### src/rtl/irpf_pkg.sv
package irpf_pkg;

  localparam int IRPF_MAX_WIDTH  = 256;
  localparam int IRPF_MAX_HEIGHT = 256;

  localparam int COORD_W = 8;
  localparam int PIX_W   = 24;
  localparam int TRIG_W  = 16;
  localparam int DIM_W   = 9;
  localparam int FRAC_W  = 14;
  localparam int PROD_W  = 26;
  localparam int ACC_W   = 27;
  localparam int CFG_IDX_W = 2;

  localparam logic [CFG_IDX_W-1:0] CFG_COS    = 2'd0;
  localparam logic [CFG_IDX_W-1:0] CFG_SIN    = 2'd1;
  localparam logic [CFG_IDX_W-1:0] CFG_WIDTH  = 2'd2;
  localparam logic [CFG_IDX_W-1:0] CFG_HEIGHT = 2'd3;

  localparam logic signed [TRIG_W-1:0] COS_RESET = 16'sd16384;
  localparam logic signed [TRIG_W-1:0] SIN_RESET = 16'sd0;
  localparam logic [DIM_W-1:0]         DIM_RESET = 9'd256;

  typedef struct packed {
    logic signed [TRIG_W-1:0] cos_angle;
    logic signed [TRIG_W-1:0] sin_angle;
    logic [DIM_W-1:0]         width;
    logic [DIM_W-1:0]         height;
  } irpf_cfg_t;

  // control and sideband of one word at the frame store access stage
  typedef struct packed {
    logic               fetch;
    logic               in_store;
    logic               in_frame;
    logic [COORD_W-1:0] src_x;
    logic [COORD_W-1:0] src_y;
    logic [PIX_W-1:0]   pixel;
  } irpf_acc_t;

  // zero reads as one, anything above the store limit saturates
  function automatic logic [DIM_W-1:0] clamp_dim(input logic [DIM_W-1:0] v, input int maxv);
    logic [12:0] wide;
    logic [DIM_W-1:0] res;
    wide = {4'b0, v};
    res  = v;
    if (v == '0) begin
      res = 9'd1;
    end else if (wide > 13'(maxv)) begin
      res = DIM_W'(maxv);
    end
    return res;
  endfunction

endpackage

### src/rtl/irpf_cfg_regs.sv
module irpf_cfg_regs
  import irpf_pkg::*;
#(
  parameter int MAX_WIDTH  = IRPF_MAX_WIDTH,
  parameter int MAX_HEIGHT = IRPF_MAX_HEIGHT
) (
  input  logic                 clk,
  input  logic                 rst_n,
  input  logic                 wr_en,
  input  logic [CFG_IDX_W-1:0] wr_index,
  input  logic [TRIG_W-1:0]    wr_data,
  output irpf_cfg_t            cfg
);

  irpf_cfg_t cfg_r;
  irpf_cfg_t cfg_nxt;

  // dimensions are kept already clamped
  always_comb begin
    cfg_nxt = cfg_r;
    if (wr_en) begin
      case (wr_index)
        CFG_COS:    cfg_nxt.cos_angle = signed'(wr_data);
        CFG_SIN:    cfg_nxt.sin_angle = signed'(wr_data);
        CFG_WIDTH:  cfg_nxt.width  = clamp_dim(wr_data[DIM_W-1:0], MAX_WIDTH);
        CFG_HEIGHT: cfg_nxt.height = clamp_dim(wr_data[DIM_W-1:0], MAX_HEIGHT);
        default:    cfg_nxt = cfg_r;
      endcase
    end
  end

  always_ff @(posedge clk) begin
    if (!rst_n) begin
      cfg_r.cos_angle <= COS_RESET;
      cfg_r.sin_angle <= SIN_RESET;
      cfg_r.width     <= clamp_dim(DIM_RESET, MAX_WIDTH);
      cfg_r.height    <= clamp_dim(DIM_RESET, MAX_HEIGHT);
    end else begin
      cfg_r <= cfg_nxt;
    end
  end

  assign cfg = cfg_r;

endmodule

### config.mk
export PLATFORM = sky130hd
export DESIGN_NAME = irpf_cfg_regs
export DESIGN_NICKNAME = d
export VERILOG_FILES = /design/src/rtl/irpf_pkg.sv /design/src/rtl/irpf_cfg_regs.sv
export SDC_FILE = /design/constraint.sdc
export NUM_CORES = 1
export LEC_CHECK = 0
export BUFFER_PORTS_ARGS = -buffer_cell sky130_fd_sc_hd__buf_4
export CAP_MARGIN = 40
export CORE_MARGIN = 5
export CORE_UTILIZATION = 52
export CTS_CLUSTER_SIZE = 10
export DETAILED_ROUTE_END_ITERATION = 8
export GPL_ROUTABILITY_DRIVEN = 0
export PLACE_DENSITY = 0.83
export SLEW_MARGIN = 20
export SYNTH_ARGS = -nofsm -noshare
export SYNTH_HDL_FRONTEND = slang
export SYNTH_SLANG_ARGS = --single-unit
### constraint.sdc
create_clock -name clk -period 3.07 [get_ports clk]
set_clock_uncertainty 0.1 [all_clocks]
set_input_delay 0.307 -clock clk [delete_from_list [all_inputs] [get_ports clk]]
set_output_delay 0.307 -clock clk [all_outputs]
set_load 0.01 [all_outputs]
==> results of run 1 <==
==> worst max-delay path: stages <==
cell                       delay [ps]
sky130_fd_sc_hd__buf_4            140
sky130_fd_sc_hd__or3b_1           630
sky130_fd_sc_hd__nand2_1          180
sky130_fd_sc_hd__a21boi_0          90
==> metrics by stage <==
stage          setup WS, ps  hold WS, ps  utilization [%]  area, µm²
6_report               1810          125             70.0       2580
5_1_grt                1680          115             70.0       2580
4_1_cts                1810          122             70.0       2580
3_5_place_dp           1500          348             66.9       2470
3_3_place_gp           1520          343             66.9       2470
2_1_floorplan          1660          335                -       1990
==> power by group <==
group	switching (mW)	leakage [nW]	internal, mW	total, mW
combinational	0.0720	0.602	0.0655	0.138
sequential	0.0108	0.406	0.668	0.679
clock	0.221	0.0504	0.242	0.464
==> layout make-up <==
class	instances	area (µm²)
fillers	328	1110
flip-flops and latches	50	1000
multi-input cells	167	881
repair buffers	70	526
well taps	48	60.1
clock buffers	5	68.8
clock inverters	3	45.0
==> cell usage in the layout (no fill, tap or decap) <==
cell / instances
sky130_fd_sc_hd__a31oi_1: 2
sky130_fd_sc_hd__nand3_2: 1
sky130_fd_sc_hd__nand2b_1: 1
sky130_fd_sc_hd__nor2b_1: 7
sky130_fd_sc_hd__nand3_1: 3
sky130_fd_sc_hd__o21ai_0: 2
sky130_fd_sc_hd__and3b_1: 2
sky130_fd_sc_hd__nand3b_1: 2
sky130_fd_sc_hd__bufinv_16: 1
sky130_fd_sc_hd__clkinvlp_4: 2
sky130_fd_sc_hd__or3b_1: 1
sky130_fd_sc_hd__dfxtp_1: 50
sky130_fd_sc_hd__nand2_2: 1
sky130_fd_sc_hd__a21boi_1: 13
sky130_fd_sc_hd__buf_4: 70
sky130_fd_sc_hd__a21boi_0: 32
sky130_fd_sc_hd__and3_1: 1
sky130_fd_sc_hd__clkbuf_8: 5
sky130_fd_sc_hd__nand2_1: 96
sky130_fd_sc_hd__nor4_1: 2
sky130_fd_sc_hd__nor3b_4: 1
==> per-layer routing <==
| layer | track usage [%] | vias to the layer above | share of wire (%) |
|---|---|---|---|
| li1 | - | 874 | - |
| met1 | 25.8 | 818 | 44 |
| met2 | 30.0 | 35 | 49 |
| met3 | 5.05 | 6 | 5.0 |
| met4 | 8.77 | 0 | 2.1 |
| met5 | 0 | - | 0 |
==> path summary, 6_finish.rpt <==
check | slack (ps) | from | end | cells after the start
worst max-delay path | 1810 | wr_index[0] | cfg[38] | 4
worst min-delay path | 130 | wr_data[14] | cfg[48] | 3
worst max register to register | 2270 | cfg[9] | cfg[9] | 2
worst min register to register | 360 | cfg[30] | cfg[30] | 2
==> cells by family after synthesis <==
family,synth area share (%)
simple gates,26.2
flops,50.4
buf+inv,5.23
compound gates,18.1
==> reports/results.md, run 1 <==
Floorplanning
• 53.8% — effective utilization at floorplan
• 71 — boundary pin count
• 71.8 µm — die width
• 5150 µm² — die footprint
• 22 — cell row count
• 71.8 µm — die outline height
• 3690 µm² — Std-Cell Core Area

Layout
• 50 — number of flip-flops in the largest register
• 0 — count of inserted antenna diode cells
• 30.0% — synth-to-layout area growth
• 27.5% — ratio of cells with drive above 1 in the final layout
• 315 — layout net count
• 343 — post-layout instance count excluding filler cells

STA
• 694 ps — transition at the pin with the smallest max-transition slack
• 0 — Slew Viols, Final
• 0.794 GHz — Peak Freq
• 0 — Hold Fails Final Rpt
• no — RSZ-0062 raised after global routing
• 0 ps — Post-Route Setup TNS
• 1260 ps — fin crit period
• 53.6% — relative slew slack
• 0 — final-report setup violation count
• 41.0% — final clock period utilization by the worst path

Drt
• 0 — antenna violation net count after detailed routing
• 4850 µm — final wirelength
• 14.1 µm — drt wl/cell
• 1,733 — vias post-DR
• 4 — DRT Pass-1 Iters
• 114 — Iteration-0 DRC Markers
• 0 — residual DRC count
• 5.05 — via count normalized by instance count

Synth
• sky130_fd_sc_hd__nand2_1 — most numerous cell in the Yosys netlist
• 0% — share of synthesized flip-flops with an asynchronous set or reset
• sky130_fd_sc_hd__dfxtp_1 50%, sky130_fd_sc_hd__nand2_1 18%, sky130_fd_sc_hd__a21boi_0 12%, sky130_fd_sc_hd__a21boi_1 4.9%, sky130_fd_sc_hd__nor2b_1 2.2% — top cells by area, synth
• 255 — net count of the mapped netlist
• 50.4% — Yosys top cell area share
• 96 x sky130_fd_sc_hd__nand2_1, 50 x sky130_fd_sc_hd__dfxtp_1, 32 x sky130_fd_sc_hd__a21boi_0 — most instantiated cells after synthesis
• 0 — Post-synth EDFFs
• sky130_fd_sc_hd__dfxtp_1 — Most used DFF post-synth
• 21 — number of distinct library cells after synthesis
• 50 — post-synthesis sequential element count
• 1990 µm² — netlist area before placement
• 50.4% — portion of the post-synthesis area used by sequential elements
• 234 — gate count after technology mapping
• 0 — Synth Warn #
• 8.49 µm² — synthesized area per cell
• sky130_fd_sc_hd__dfxtp_1 — Synth area leader

Clock tree
• 2 — maximum number of buffers from clock root to sink
• sky130_fd_sc_hd__clkbuf_8 — clk root buf
• 300 ps — clock latency on the worst-skew pair
• 2 — depth of the CTS H-tree
• 0 — Post-CTS Resized
• 50 — CTS sink count
• 5 — number of buffers created by CTS
• 0 — post-CTS setup buffer count
• built — CTS tree
• 90 ps — clock slew at reported path FFs
• 0 — number of buffers inserted for hold repair after clock tree synthesis

Critical path
• input pin — launching element type of the critical path
• 1360 ps — arrival time at the worst endpoint
• 16 — biggest fanout along the worst timing path
• 3170 ps — Required @ worst endpoint
• flip-flop — crit path capture type
• input pin to flip-flop — category of the most critical setup path

Worst hold path
• input pin to flip-flop — Worst Hold Class

Global routing
• 1,567 — vias in the first global route
• 51 — maximum number of pins on one net before global-route repair
• 0 — number of antenna violations at the first check in global routing
• 19.6% — overall fraction of global-route tracks in use
• 0 — GRT Residual Overflow
• 7740 µm — wire length of the first global-routing pass

Pwr
• 496 nW/µm² — Power Density
• 1.06 nW — static leakage
• 383 µV — worst vdd ir
• 1.28 mW — Total Power

Place
• 335 — number of placed instances with taps included
• 3430 µm — final HPWL from detailed placement
• 70 — number of buffers inserted by port buffering

Flow run
• 0 — total of max-cap violations

Status
• finished, final reports clean — outcome

No activity file was read; power rests on OpenSTA's default activity.
==> run 2, diff against run 1 <==
--- a/config.mk
+++ b/config.mk
@@ -8,11 +8,11 @@
 export BUFFER_PORTS_ARGS = -buffer_cell sky130_fd_sc_hd__buf_4
 export CAP_MARGIN = 40
 export CORE_MARGIN = 5
-export CORE_UTILIZATION = 52
+export CORE_UTILIZATION = 44
 export CTS_CLUSTER_SIZE = 10
 export DETAILED_ROUTE_END_ITERATION = 8
 export GPL_ROUTABILITY_DRIVEN = 0
-export PLACE_DENSITY = 0.83
+export PLACE_DENSITY = 0.75
 export SLEW_MARGIN = 20
 export SYNTH_ARGS = -nofsm -noshare
 export SYNTH_HDL_FRONTEND = slang
==> constraint.sdc (replaced) <==
create_clock -name clk -period 1 [get_ports clk]
set_clock_uncertainty 0.1 [all_clocks]
set_input_delay 0.1 -clock clk [delete_from_list [all_inputs] [get_ports clk]]
set_output_delay 0.1 -clock clk [all_outputs]
set_load 0.01 [all_outputs]
==> run 2 against run 1 <==
  * Cell count up 9.9%
  * Power increased to 3.4 times the previous value
  * Via count is 6.1% higher
  * Critical path depth fell by 3
  * Clock power grew to 3.7 times the previous value
  * Setup slack got worse by 1800 ps
  * Clock-buffer cell count rose by 1
  * Routed wire length grew 13%
  * Worst hold slack worse by 110 ps
  * Die area rose by 16%
  * Global-route usage decreased by 1.1 points
  * Non-clock buffer count increased by 30
  * Largest cell class unchanged
==> reports/results.md, run 2 (synthesis results as in run 1) <==
Place
• 2660 µm² — area post-placement, +7.7%
• 70 — number of buffers inserted by port buffering, unchanged
• 3890 µm — final HPWL from detailed placement, +13%
• 357 — number of placed instances with taps included, +6.6%
• -175 ps — Setup Slack @ Placement, -1670 ps

Clock tree
• 50 — CTS sink count, unchanged
• 300 ps — clock latency on the worst-skew pair, about the same
• 90 ps — clock slew at reported path FFs, about the same
• sky130_fd_sc_hd__clkbuf_8 — clk root buf
• built — CTS tree
• 2 — maximum number of buffers from clock root to sink, unchanged
• 2 — depth of the CTS H-tree, unchanged
• 5 — number of buffers created by CTS, unchanged

Floorplanning
• 45.6% — effective utilization at floorplan, -8.2 points
• 5960 µm² — die footprint, +16%
• 4350 µm² — Std-Cell Core Area, +18%
• 77.2 µm — die outline height, +7.5%
• 24 — cell row count, +9.1%
• 77.2 µm — die width, +7.5%
• 71 — boundary pin count, unchanged

Critical path
• 3 — reg2reg path depth, +1
• 2 — biggest fanout along the worst timing path, -14
• 1 — Critical path buffers and inverters, unchanged
• flip-flops — CP delay by family, top
• 770 ps — arrival time at the worst endpoint, -590 ps
• cfg[35] — Reg-to-Reg End
• buf_6 — critical path cell sequence
• 1 — total stage count of the critical path, -3
• cfg[35] — startpoint of the worst setup timing path
• 370 ps — delay of the slowest cell on the worst path, -260 ps
• sky130_fd_sc_hd__dfxtp_2 — cell type of the slowest stage on the worst timing path
• output port — crit path capture type
• flip-flop — launching element type of the critical path
• 800 ps — Required @ worst endpoint, -2370 ps
• cfg[35] — termination of the worst setup path
• cfg[35] — startpoint of the lowest-slack register-to-register path
• 210 ps — setup slack of the worst register-to-register path, -2060 ps
• flip-flop to output port — category of the most critical setup path

Flow run
• 0 — total of max-cap violations, unchanged

Drt
• 0 — antenna violation net count after detailed routing, unchanged
• 1,838 — vias post-DR, +6.1%
• 94 — Iteration-0 DRC Markers, -18%
• 0 — residual DRC count, unchanged
• 14.5 µm — drt wl/cell, +2.5%
• 5460 µm — final wirelength, +13%
• 4.88 — via count normalized by instance count, -3.5%
• 4 — DRT Pass-1 Iters, unchanged

Status
• finished, final reports clean — outcome

STA
• 0 — Hold Fails Final Rpt, unchanged
• 0 — Slew Viols, Final, unchanged
• 12.0 ps — smallest hold slack, -113 ps
• 97.0% — final clock period utilization by the worst path
• 30.4 ps — slack of the critical path, -1780 ps
• 339 ps — transition at the pin with the smallest max-transition slack, -355 ps
• 970 ps — fin crit period
• 1.03 GHz — Peak Freq
• 0 — final-report setup violation count, unchanged
• 0 ps — Post-Route Setup TNS, unchanged
• 77.3% — relative slew slack, +24 points

Global routing
• 27 — maximum number of pins on one net before global-route repair, -47%
• 8930 µm — wire length of the first global-routing pass, +15%
• 0 — number of antenna violations at the first check in global routing, unchanged
• 0 — GRT Residual Overflow, unchanged
• 1,744 — vias in the first global route, +11%
• 18.5% — overall fraction of global-route tracks in use, -1.1 points

Layout
• 345 — layout net count, +9.5%
• 52.6% — synth-to-layout area growth
• 69.6% — Core Util, Final, -0.38 points
• 42.8% — ratio of cells with drive above 1 in the final layout, +15 points
• 96 x sky130_fd_sc_hd__nand2_1, 68 x sky130_fd_sc_hd__buf_4, 39 x sky130_fd_sc_hd__dfxtp_2 — top library cells by usage in the layout, fill and taps aside
• 0 — count of inserted antenna diode cells, unchanged
• 50 — number of flip-flops in the largest register, unchanged
• 3030 µm² — Final Cell Area, +17%
• 377 — post-layout instance count excluding filler cells, +9.9%
• sky130_fd_sc_hd__nand2_1 — most frequent standard cell in the layout excluding fill and tap cells

Pwr
• 1.26 nW — static leakage, +19%
• 1440 nW/µm² — Power Density, +190%
• 1120 µV — worst vdd ir, +190%
• 4.37 mW — Total Power, +240%

Worst hold path
• input pin to flip-flop — Worst Hold Class

==> run 2: changes by cell type in the layout (fill, tap and decap cells not counted), moves of 2 or more <==
cell and delta:
sky130_fd_sc_hd__a21boi_0 -6, sky130_fd_sc_hd__a21boi_1 +6, sky130_fd_sc_hd__buf_12 +4, sky130_fd_sc_hd__buf_4 -2
sky130_fd_sc_hd__buf_6 +17, sky130_fd_sc_hd__clkinvlp_4 -2, sky130_fd_sc_hd__dfxtp_1 -39, sky130_fd_sc_hd__dfxtp_2 +39
sky130_fd_sc_hd__dlygate4sd3_1 +11
==> run 2: layout make-up <==
class	count	area, µm²
clock inverter	2	60.1
sequential	50	1050
multi-input combinational	167	881
clock buffer	6	82.6
fill	340	1320
timing repair buffer	100	892
tap	52	65.1
==> run 2: worst min-delay path by stage <==
stage / start / to / slack, ps / cells after the start
global route: wr_data[7] / cfg[9] / 20 / 4
global placement: wr_data[14] / cfg[48] / 230 / 3
floorplan: wr_data[14] / cfg[48] / 130 / 2
finish: wr_data[7] / cfg[0] / 10 / 4
detailed placement: wr_data[14] / cfg[48] / 240 / 3
CTS: wr_data[4] / cfg[0] / 10 / 4
==> run 2: worst reg2reg max path, delay by kind of cell, from the launching register on <==
family,cells,cell delay [ps]
flip-flops,1,370
buffers and inverters,1,110
AO/OA/AOI/OAI,1,110
AND/OR/NAND/NOR,1,40
==> run 2: where the power goes <==
| part | internal, mW | switching, mW |
|---|---|---|
| Sequential | 2.06 | 0.0388 |
| Clock | 1.07 | 0.656 |
| Combinational | 0.303 | 0.246 |
| Total | 3.43 | 0.941 |
==> run 2: what timing repair did <==
| action | CTS | global route |
|---|---|---|
| buffers inserted | 0 | 1 |
| hold buffers | 11 | 0 |
| cloned | 0 | 0 |
| endpoints found under the hold margin | 20 | 0 |
| setup endpoints to repair | 2 | 39 |
| resized for setup | 2 | 54 |
==> run 2: metal layers <==
metal | global-route usage (%) | up-vias | routed length (µm)
met5 | 0 | - | 0
met1 | 23.7 | 825 | 2260
li1 | - | 937 | -
met2 | 29.2 | 65 | 2720
met4 | 6.01 | 0 | 95
met3 | 5.85 | 11 | 383
